--- src/hw/rtl/random_excursion_visit_histogram_top_macros.svh ---
// Assertion macros for the random excursion visit histogram block.
`ifndef RANDOM_EXCURSION_VISIT_HISTOGRAM_TOP_MACROS_SVH
`define RANDOM_EXCURSION_VISIT_HISTOGRAM_TOP_MACROS_SVH

// Check a same-cycle implication on the rising clock edge.
`define REVH_ASSERT_NOW(lbl, clk, rst, ante, cons, msg) \
   lbl: assert property (@(posedge clk) disable iff (rst) (ante) |-> (cons)) else $error(msg);

// Check an implication in the next cycle.
`define REVH_ASSERT_NEXT(lbl, clk, rst, ante, cons, msg) \
   lbl: assert property (@(posedge clk) disable iff (rst) (ante) |=> (cons)) else $error(msg);

`endif

--- src/hw/rtl/revh_pkg.sv ---
// Shared constants, types and helpers for the random excursion visit histogram.
package revh_pkg;

   localparam int COUNT_WIDTH      = 20;
   localparam int WALK_WIDTH       = 22;
   localparam int CFG_WIDTH        = 20;
   localparam int N_STATES         = 8;
   localparam int N_BINS           = 6;
   localparam int STATE_W          = 3;
   localparam int VISIT_W          = 3;
   localparam int VISIT_SAT        = 5;
   localparam int CSR_INDEX_W      = 1;
   localparam int MAX_CYCLES_RESET = 10000;
   localparam int MIN_CYCLES_RESET = 500;

   // Register map of the configuration port
   typedef enum logic [CSR_INDEX_W-1:0] {
      CSR_MAX_CYCLES = 1'b0,
      CSR_MIN_CYCLES = 1'b1
   } csr_index_type;

   // Per-item commands from the walk unit to the state lanes
   typedef struct packed {
      logic add_en;    // close the cycle into the histogram
      logic clear_en;  // end of stream, clear everything
   } lane_ctl_type;

   // Status flags that travel with the result bank
   typedef struct packed {
      logic within_limit;
      logic enough;
   } flags_type;

   // Walk position watched by lane s: lanes 0..3 are -4..-1, lanes 4..7 are +1..+4
   function automatic int state_value(input int s);
      int v;
      v = (s < N_STATES / 2) ? s - N_STATES / 2 : s - N_STATES / 2 + 1;
      return v;
   endfunction

endpackage

--- src/hw/rtl/revh_walk.sv ---
// Cumulative walk, cycle counter and overflow control.
module revh_walk #(
   parameter int COUNT_WIDTH = revh_pkg::COUNT_WIDTH,
   parameter int WALK_WIDTH  = revh_pkg::WALK_WIDTH
) (
   input  logic                                 clock,
   input  logic                                 reset,
   input  logic                                 advance,
   input  logic                                 bit_value,
   input  logic                                 is_last,
   input  logic [revh_pkg::CFG_WIDTH-1:0]       max_cycles,
   input  logic [revh_pkg::CFG_WIDTH-1:0]       min_cycles,
   output logic [revh_pkg::N_STATES-1:0]        hit,
   output revh_pkg::lane_ctl_type               lane_ctl,
   output logic [COUNT_WIDTH-1:0]               cycle_total,
   output revh_pkg::flags_type                  flags
);

   localparam int CYC_W = COUNT_WIDTH + 1;
   localparam int CMP_W = (CYC_W > revh_pkg::CFG_WIDTH) ? CYC_W : revh_pkg::CFG_WIDTH;
   localparam logic signed [WALK_WIDTH-1:0] WALK_HI = {1'b0, {(WALK_WIDTH-1){1'b1}}};
   localparam logic signed [WALK_WIDTH-1:0] WALK_LO = {1'b1, {(WALK_WIDTH-1){1'b0}}};

   logic signed [WALK_WIDTH-1:0] walk_ff, walk_in, walk_upd;
   logic [CYC_W-1:0]             cyc_ff, cyc_in, cyc_upd;
   logic                         ovf_ff, ovf_in, ovf_upd;
   logic                         active, at_zero, close;
   logic [CMP_W-1:0]             cyc_ext, max_ext, min_ext;

   // Step the walk with saturation at the signed limits
   always_comb begin
      active   = advance && !ovf_ff;
      walk_upd = walk_ff;
      if (active) begin
         if (bit_value) begin
            if (walk_ff != WALK_HI) walk_upd = walk_ff + WALK_WIDTH'(1);
         end else begin
            if (walk_ff != WALK_LO) walk_upd = walk_ff - WALK_WIDTH'(1);
         end
      end
      at_zero = (walk_upd == '0);
   end

   // Flag the lane whose state the walk lands on
   for (genvar s = 0; s < revh_pkg::N_STATES; s++) begin : g_hit
      localparam logic signed [WALK_WIDTH-1:0] STATE_POS =
         WALK_WIDTH'(revh_pkg::state_value(s));
      assign hit[s] = active && (walk_upd == STATE_POS);
   end

   // Count closed cycles and raise overflow past the limit
   always_comb begin
      close   = active && (at_zero || is_last);
      cyc_upd = cyc_ff;
      if (close && (cyc_ff != '1)) cyc_upd = cyc_ff + CYC_W'(1);
      cyc_ext = CMP_W'(cyc_upd);
      max_ext = CMP_W'(max_cycles);
      min_ext = CMP_W'(min_cycles);
      ovf_upd = ovf_ff || (close && (cyc_ext > max_ext));
      lane_ctl.add_en   = active && (at_zero ? !ovf_upd : is_last);
      lane_ctl.clear_en = advance && is_last;
   end

   // Report the totals as they stand after this item
   always_comb begin
      cycle_total        = (cyc_upd[CYC_W-1]) ? '1 : cyc_upd[COUNT_WIDTH-1:0];
      flags.within_limit = !ovf_upd;
      flags.enough       = (cyc_ext >= min_ext);
   end

   // Clear stream state after the last bit
   always_comb begin
      walk_in = lane_ctl.clear_en ? '0 : walk_upd;
      cyc_in  = lane_ctl.clear_en ? '0 : cyc_upd;
      ovf_in  = lane_ctl.clear_en ? 1'b0 : ovf_upd;
   end

   always_ff @(posedge clock) begin
      if (reset) begin
         walk_ff <= '0;
         cyc_ff  <= '0;
         ovf_ff  <= 1'b0;
      end else begin
         walk_ff <= walk_in;
         cyc_ff  <= cyc_in;
         ovf_ff  <= ovf_in;
      end
   end

endmodule

--- src/hw/rtl/revh_lane.sv ---
// One walk state: visit counter and its six histogram cells.
module revh_lane #(
   parameter int COUNT_WIDTH = revh_pkg::COUNT_WIDTH
) (
   input  logic                                        clock,
   input  logic                                        reset,
   input  logic                                        hit,
   input  revh_pkg::lane_ctl_type                      lane_ctl,
   output logic [revh_pkg::N_BINS-1:0][COUNT_WIDTH-1:0] snap
);

   localparam int VW = revh_pkg::VISIT_W;

   logic [VW-1:0]                                 vc_ff, vc_in, vc_upd;
   logic [revh_pkg::N_BINS-1:0][COUNT_WIDTH-1:0]  cell_ff, cell_in, cell_upd;

   // Count visits, saturating
   always_comb begin
      vc_upd = vc_ff;
      if (hit && (vc_ff < VW'(revh_pkg::VISIT_SAT))) vc_upd = vc_ff + VW'(1);
   end

   // Bump the cell picked by the visit count when the cycle closes
   always_comb begin
      for (int b = 0; b < revh_pkg::N_BINS; b++) begin
         cell_upd[b] = cell_ff[b];
         if (lane_ctl.add_en && (vc_upd == VW'(b)) && (cell_ff[b] != '1))
            cell_upd[b] = cell_ff[b] + COUNT_WIDTH'(1);
      end
      vc_in   = (lane_ctl.clear_en || lane_ctl.add_en) ? '0 : vc_upd;
      cell_in = lane_ctl.clear_en ? '0 : cell_upd;
      snap    = cell_upd;
   end

   always_ff @(posedge clock) begin
      if (reset) begin
         vc_ff   <= '0;
         cell_ff <= '0;
      end else begin
         vc_ff   <= vc_in;
         cell_ff <= cell_in;
      end
   end

endmodule

--- src/hw/rtl/revh_drain.sv ---
// Result bank: holds a finished histogram and sends it out one state per transfer.
module revh_drain #(
   parameter int COUNT_WIDTH = revh_pkg::COUNT_WIDTH
) (
   input  logic                                                        clock,
   input  logic                                                        reset,
   input  logic                                                        load,
   input  logic [revh_pkg::N_STATES-1:0][revh_pkg::N_BINS-1:0][COUNT_WIDTH-1:0] snap,
   input  logic [COUNT_WIDTH-1:0]                                      cycle_total,
   input  revh_pkg::flags_type                                         flags,
   output logic                                                        busy,
   output logic                                                        rsp_valid,
   input  logic                                                        rsp_ready,
   output logic [revh_pkg::STATE_W-1:0]                                rsp_state_index,
   output logic [revh_pkg::N_BINS-1:0][COUNT_WIDTH-1:0]                rsp_counts,
   output logic [COUNT_WIDTH-1:0]                                      rsp_cycle_total,
   output logic                                                        rsp_cycles_within_limit,
   output logic                                                        rsp_enough_cycles,
   output logic                                                        rsp_final_result
);

   localparam int SW = revh_pkg::STATE_W;
   localparam logic [SW-1:0] LAST_IDX = SW'(revh_pkg::N_STATES - 1);

   logic [revh_pkg::N_STATES-1:0][revh_pkg::N_BINS-1:0][COUNT_WIDTH-1:0] bank_ff, bank_in;
   logic [COUNT_WIDTH-1:0]  total_ff, total_in;
   revh_pkg::flags_type     flags_ff, flags_in;
   logic [SW-1:0]           idx_ff, idx_in;
   logic                    busy_ff, busy_in;
   logic                    xfer, done;

   always_comb begin
      xfer = busy_ff && rsp_ready;
      done = xfer && (idx_ff == LAST_IDX);
   end

   // Load a new bank or advance to the next state on a transfer
   always_comb begin
      bank_in  = bank_ff;
      total_in = total_ff;
      flags_in = flags_ff;
      if (load) begin
         bank_in  = snap;
         total_in = cycle_total;
         flags_in = flags;
      end else if (xfer) begin
         for (int i = 0; i < revh_pkg::N_STATES - 1; i++) bank_in[i] = bank_ff[i+1];
         bank_in[revh_pkg::N_STATES-1] = '0;
      end
      busy_in = load ? 1'b1 : (done ? 1'b0 : busy_ff);
      idx_in  = load ? '0 : (xfer ? idx_ff + SW'(1) : idx_ff);
   end

   always_ff @(posedge clock) begin
      bank_ff  <= bank_in;
      total_ff <= total_in;
      flags_ff <= flags_in;
   end

   always_ff @(posedge clock) begin
      if (reset) begin
         busy_ff <= 1'b0;
         idx_ff  <= '0;
      end else begin
         busy_ff <= busy_in;
         idx_ff  <= idx_in;
      end
   end

   // Drive the result channel from the head of the bank
   always_comb begin
      busy                    = busy_ff;
      rsp_valid               = busy_ff;
      rsp_state_index         = idx_ff;
      rsp_counts              = bank_ff[0];
      rsp_cycle_total         = total_ff;
      rsp_cycles_within_limit = flags_ff.within_limit;
      rsp_enough_cycles       = flags_ff.enough;
      rsp_final_result        = (idx_ff == LAST_IDX);
   end

endmodule

--- src/hw/rtl/random_excursion_visit_histogram_top.sv ---
// Top level of the random excursion visit histogram block.
// Throughput: one bit per cycle unless a last bit waits; the walk steps from the input register.
// Results: once the last bit leaves the input register, its histogram loads the single-entry
// result bank, which sends the eight results, one per cycle while rsp_ready is high.
// A last bit waits in the input register while the previous eight results still drain.
// Reset (synchronous): clears walk, counts, histogram and flags; max_cycles 10000, min_cycles 500.
`include "random_excursion_visit_histogram_top_macros.svh"
module random_excursion_visit_histogram_top #(
   parameter int COUNT_WIDTH = revh_pkg::COUNT_WIDTH,
   parameter int WALK_WIDTH  = revh_pkg::WALK_WIDTH
) (
   input  logic                                 clock,
   input  logic                                 reset,
   input  logic                                 req_valid,
   output logic                                 req_ready,
   input  logic                                 req_bit_value,
   input  logic                                 req_is_last,
   output logic                                 rsp_valid,
   input  logic                                 rsp_ready,
   output logic [revh_pkg::STATE_W-1:0]         rsp_state_index,
   output logic [COUNT_WIDTH-1:0]               rsp_visits_zero,
   output logic [COUNT_WIDTH-1:0]               rsp_visits_one,
   output logic [COUNT_WIDTH-1:0]               rsp_visits_two,
   output logic [COUNT_WIDTH-1:0]               rsp_visits_three,
   output logic [COUNT_WIDTH-1:0]               rsp_visits_four,
   output logic [COUNT_WIDTH-1:0]               rsp_visits_five_plus,
   output logic [COUNT_WIDTH-1:0]               rsp_cycle_total,
   output logic                                 rsp_cycles_within_limit,
   output logic                                 rsp_enough_cycles,
   output logic                                 rsp_final_result,
   input  logic                                 csr_valid,
   output logic                                 csr_ready,
   input  logic [revh_pkg::CSR_INDEX_W-1:0]     csr_index,
   input  logic [revh_pkg::CFG_WIDTH-1:0]       csr_data
);

   localparam int CW = revh_pkg::CFG_WIDTH;

   logic [CW-1:0]  max_cycles_ff, max_cycles_in, min_cycles_ff, min_cycles_in;
   logic           in_valid_ff, in_valid_in, in_bit_ff, in_bit_in, in_last_ff, in_last_in;
   logic           advance, drain_busy, drain_load;
   logic [revh_pkg::N_STATES-1:0]      hit;
   revh_pkg::lane_ctl_type             lane_ctl;
   logic [COUNT_WIDTH-1:0]             cycle_total;
   revh_pkg::flags_type                flags;
   logic [revh_pkg::N_STATES-1:0][revh_pkg::N_BINS-1:0][COUNT_WIDTH-1:0] snap;
   logic [revh_pkg::N_BINS-1:0][COUNT_WIDTH-1:0]                        rsp_counts;

   // Configuration registers, always ready
   always_comb begin
      csr_ready     = 1'b1;
      max_cycles_in = max_cycles_ff;
      min_cycles_in = min_cycles_ff;
      if (csr_valid) begin
         case (revh_pkg::csr_index_type'(csr_index))
            revh_pkg::CSR_MAX_CYCLES: max_cycles_in = csr_data;
            revh_pkg::CSR_MIN_CYCLES: min_cycles_in = csr_data;
            default: ;
         endcase
      end
   end

   always_ff @(posedge clock) begin
      if (reset) begin
         max_cycles_ff <= CW'(revh_pkg::MAX_CYCLES_RESET);
         min_cycles_ff <= CW'(revh_pkg::MIN_CYCLES_RESET);
      end else begin
         max_cycles_ff <= max_cycles_in;
         min_cycles_ff <= min_cycles_in;
      end
   end

   // Input register; hold a last bit until the result bank is free
   always_comb begin
      advance     = in_valid_ff && !(in_last_ff && drain_busy);
      req_ready   = !in_valid_ff || advance;
      drain_load  = advance && in_last_ff;
      in_valid_in = req_ready ? req_valid : in_valid_ff;
      in_bit_in   = (req_ready && req_valid) ? req_bit_value : in_bit_ff;
      in_last_in  = (req_ready && req_valid) ? req_is_last : in_last_ff;
   end

   always_ff @(posedge clock) begin
      in_bit_ff  <= in_bit_in;
      in_last_ff <= in_last_in;
   end

   always_ff @(posedge clock) begin
      if (reset) begin
         in_valid_ff <= 1'b0;
      end else begin
         in_valid_ff <= in_valid_in;
      end
   end

   revh_walk #(
      .COUNT_WIDTH (COUNT_WIDTH),
      .WALK_WIDTH  (WALK_WIDTH)
   ) u_walk (
      .clock       (clock),
      .reset       (reset),
      .advance     (advance),
      .bit_value   (in_bit_ff),
      .is_last     (in_last_ff),
      .max_cycles  (max_cycles_ff),
      .min_cycles  (min_cycles_ff),
      .hit         (hit),
      .lane_ctl    (lane_ctl),
      .cycle_total (cycle_total),
      .flags       (flags)
   );

   for (genvar s = 0; s < revh_pkg::N_STATES; s++) begin : g_lane
      revh_lane #(
         .COUNT_WIDTH (COUNT_WIDTH)
      ) u_lane (
         .clock    (clock),
         .reset    (reset),
         .hit      (hit[s]),
         .lane_ctl (lane_ctl),
         .snap     (snap[s])
      );
   end

   revh_drain #(
      .COUNT_WIDTH (COUNT_WIDTH)
   ) u_drain (
      .clock                   (clock),
      .reset                   (reset),
      .load                    (drain_load),
      .snap                    (snap),
      .cycle_total             (cycle_total),
      .flags                   (flags),
      .busy                    (drain_busy),
      .rsp_valid               (rsp_valid),
      .rsp_ready               (rsp_ready),
      .rsp_state_index         (rsp_state_index),
      .rsp_counts              (rsp_counts),
      .rsp_cycle_total         (rsp_cycle_total),
      .rsp_cycles_within_limit (rsp_cycles_within_limit),
      .rsp_enough_cycles       (rsp_enough_cycles),
      .rsp_final_result        (rsp_final_result)
   );

   // Split the bank head into the six count fields
   always_comb begin
      rsp_visits_zero      = rsp_counts[0];
      rsp_visits_one       = rsp_counts[1];
      rsp_visits_two       = rsp_counts[2];
      rsp_visits_three     = rsp_counts[3];
      rsp_visits_four      = rsp_counts[4];
      rsp_visits_five_plus = rsp_counts[5];
   end

   // A stream end never overwrites results still draining
   `REVH_ASSERT_NOW(a_load_when_free, clock, reset, drain_load, !rsp_valid,
      "result bank loaded while busy")
   // After the eighth transfer the channel is quiet in the next cycle
   `REVH_ASSERT_NEXT(a_quiet_after_final, clock, reset,
      rsp_valid && rsp_ready && rsp_final_result, !rsp_valid,
      "result valid right after final transfer")
   // Results of a run follow one another without a gap in the index
   `REVH_ASSERT_NEXT(a_index_steps, clock, reset,
      rsp_valid && rsp_ready && !rsp_final_result,
      rsp_valid && (rsp_state_index == $past(rsp_state_index) + 3'd1),
      "result index did not advance by one")

endmodule
--- config.mk ---
export PLATFORM = sky130hd
export DESIGN_NAME = random_excursion_visit_histogram_top
export DESIGN_NICKNAME = d
export VERILOG_FILES = /design/src/hw/rtl/revh_pkg.sv /design/src/hw/rtl/revh_walk.sv /design/src/hw/rtl/revh_lane.sv /design/src/hw/rtl/revh_drain.sv /design/src/hw/rtl/random_excursion_visit_histogram_top.sv
export VERILOG_INCLUDE_DIRS = /design/src /design/src/hw/rtl
export SDC_FILE = /design/constraint.sdc
export NUM_CORES = 2
export LEC_CHECK = 0
export BUFFER_PORTS_ARGS = -buffer_cell sky130_fd_sc_hd__buf_4
export CAP_MARGIN = 20
export CORE_ASPECT_RATIO = 0.7
export CORE_UTILIZATION = 55
export DETAILED_ROUTE_END_ITERATION = 10
export PLACE_DENSITY_LB_ADDON = 0.25
export SYNTH_ARGS = -nofsm -noshare
export SYNTH_HDL_FRONTEND = slang
export SYNTH_HIERARCHICAL = 1
export SYNTH_SLANG_ARGS = --single-unit
export TNS_END_PERCENT = 30
--- constraint.sdc ---
create_clock -name clock -period 42 [get_ports clock]
set_clock_uncertainty 0.05 [all_clocks]
set_input_delay 10.5 -clock clock [delete_from_list [all_inputs] [get_ports clock]]
set_output_delay 10.5 -clock clock [all_outputs]
set_load 0.1 [all_outputs]
==> metrics.cfg <==
[power_and_ir_drop]
pwr-share-seq = 0.505
ir_drop_uv = 43.2
netSwitchingPower_w = 0.000986
internal-power_w = 0.00335
p_leak_nw = 40.5
swShare = 0.227
power.total_w = 0.00434
pwr-share-comb = 0.061
power_density_nw_per_um2 = 39.3
power_frac_clock = 0.434

[route]
wire_per_inst_um = 18.4
via_per_inst = 5.67
first_pass_iters = 6
drtIter0Drc = 6051
drc = 0
ant_nets = 0
routed_wl_um = 215000
vias = 66100

[yosys]
synth_top_area_frac = 0.289
netlist_area_um2 = 102000
yosys.area_share.simple = 0.224
synth_top_family_by_area = simple AND/OR/NAND/NOR gates
ys_warn_count = 6
ys_seq_area_frac = 0.500
synth_compound_area_frac = 0.0388
muxShareOfSynthArea = 0.110
synthAdderAreaFrac = 0.0125
syn_inst = 9141
synth_cell_types = 112
syn_area_per_cell_um2 = 11.2
synthArstFlopShare = 0
synthTopCellsByArea = edfxtp_1 29%, dfxtp_1 21%, mux2_2 9.7%
synth_edf_count = 984
syn_nets = 9271
synthFlopType = dfxtp_1
synthXorXnorAreaFrac = 0.0728
ys_ff_latch = 2057
synth_area_leader_cell = edfxtp_1

[final_layout]
drive_gt1_frac = 0.190
final_nets = 9161
fin_util = 0.602
fillers = 14500
syn_to_final_growth_pct = 8.05
fin_area_um2 = 110000
multi_input_area_um2 = 46900
seq_area_um2 = 51000
final_cells = 11700

[cts]
cts_buffers = 198
cts_buffer_depth = 3
htreeDepth = 4
clock_latency_ns = 0.83
post_cts_buffers = 0
path_clk_slew_ns = 0.06
ctsResizeCount = 0
tritoncts = yes
cts_sinks = 2057
root_buffer = clkbuf_16
hold_buffers = 0

[grt]
antenna_found_initial = 2
grt_max_degree = 159
grt_pass1_wl_um = 340000
grt_overflow = 0
gr-usage-all-layers = 0.225
grt_pass1_vias = 61400

[placement]
io_buffers = 175
dp_cells = 11300
place_area_um2 = 103000
place.gp.congestion = 0.899
dp_hpwl_um = 149000

[critical_path]
worstSetupEndpointType = register
max_stage_delay_ns = 0.82
path_max_fanout = 158
worstPathRequired_ns = 42.39
crit_path_top_delay_cell = buf_4
path_delay_family = buffers and inverters
cp.arrival_ns = 13.45
path_class = in2reg
crit_chain = buf_4 -> a21o_4 -> buf_12 -> buf_12 -> buf_4
path_buf_inv = 4
startpoint_type = input pin

[sta]
setup_viol = 0
maxClockFrequency_ghz = 0.0765
rsz0062_at_grt = false
slew_headroom = 0.236
tightest_slew_ns = 1.14
hold_viol = 0
timing.setup.tns_ns = 0
period_minus_slack_ns = 13.07
slew_viol_final = 0
post-route-period-util = 0.311

[die]
start_util = 0.557
rows = 131
die_area_um2 = 187000
die_w_um = 517
core_area_um2 = 183000
die_y_um = 362
io_pins = 177

[job]
cap_violations = 0

[outcome]
status = completed

[worst_hold_path]
hold_class = reg2reg

==> cell type report <==
cell class | instances | area share
flip-flops and latches | 2057 | 0.463
repair buffers | 231 | 0.0160
multi-input cells | 6391 | 0.425
inverters | 152 | 0.00517
well taps | 2460 | 0.0279
clock inverters | 126 | 0.0141
diodes | 1 | 0.0000227
clock buffers | 250 | 0.0489
==> registers in the layout, indices dropped and copies added, names as in the netlist <==
signal,flops
u_drain/rsp_cycles_within_limit,1
in_last_ff,1
min_cycles_ff,20
u_drain/rsp_cycle_total,20
max_cycles_ff,20
g_lane.u_lane/vc_ff,24
u_drain/rsp_counts,120
u_walk/cyc_ff,21
in_bit_ff,1
u_walk/ovf_ff,1
in_valid_ff,1
u_drain/bank_ff,840
g_lane.u_lane/cell_ff,960
u_walk/walk_ff,22
u_drain/busy,1
u_drain/rsp_enough_cycles,1
u_drain/rsp_state_index,3
==> cells in the final DEF, fill, tap and decap left out, types with 53 or more instances in the layout <==
cell type,instances
dfxtp_1,1073
and2_1,1030
edfxtp_1,984
mux2_2,882
nand2_1,615
nand3_1,468
xnor2_1,451
xor2_1,385
nand4_1,380
nor2_1,273
nor3_1,231
buf_4,228
and3_1,204
clkbuf_16,203
nor4_1,165
inv_1,152
or3_1,150
mux2i_1,118
a21oi_1,102
ha_1,102
o21ai_0,76
nand2b_1,53
==> cells in the mapped netlist, drive strengths merged, types with 27 or more instances <==
cell / number
or3: 150
nand2: 616
nor3: 263
nor2: 289
xor2: 392
inv: 152
xnor2: 451
a21oi: 114
or4: 38
nand2b: 68
a31oi: 33
or2: 46
mux2i: 118
and2: 1032
nor3b: 27
edfxtp: 984
and4: 51
nor4b: 40
clkbuf: 181
nor4: 189
nand4: 388
nand3: 468
mux2: 894
ha: 102
and3: 204
buf: 353
dfxtp: 1073
o21ai: 91
==> logic make-up (layout without fill, tap and decap cells) <==
logic type / count (synthesis) / count (layout)
AND/OR/NAND/NOR: 3949 / 3949
flip-flops: 2057 / 2057
multiplexers: 1012 / 1012
XOR/XNOR: 843 / 843
buffers and inverters: 693 / 759
AO/OA/AOI/OAI: 484 / 484
adder cells (fa/ha/maj): 102 / 102
other: 1 / 2
==> final timing paths <==
kind,cells past startpoint,slack [ns],from,to
worst max-delay path,5,28.93,rsp_ready,u_drain/rsp_counts[30]
worst min-delay path,1,0.42,min_cycles_ff[7],min_cycles_ff[7]
worst max register to register,26,32.26,u_walk/walk_ff[4],u_drain/bank_ff[617]
worst min register to register,1,0.42,min_cycles_ff[7],min_cycles_ff[7]
==> per-stage QoR <==
step           worst slack, ns  hold slack [ns]
5_1_grt                  28.69            0.444
4_1_cts                  28.93            0.430
2_1_floorplan            10.74            0.385
6_report                 28.93            0.422
3_3_place_gp             28.14            0.396
3_5_place_dp             28.04            0.415
==> power by group through the flow <==
stage          Sequential [W]  Combinational, W  Clock (W)
4_1_cts               0.00219          0.000263    0.00192
5_1_grt               0.00219          0.000280    0.00200
3_5_place_dp          0.00223          0.000260          0
2_1_floorplan         0.00227          0.000205          0
3_3_place_gp          0.00223          0.000258          0
6_report              0.00219          0.000264    0.00188
==> per-layer routing <==
layer	up-vias	track usage	part of all wire
met5	-	0	0
met3	263	0.0350	0.064
met2	1876	0.303	0.39
met4	0	0.0489	0.017
li1	32600	-	-
met1	31400	0.369	0.53
(Power assumes the default switching activity.)
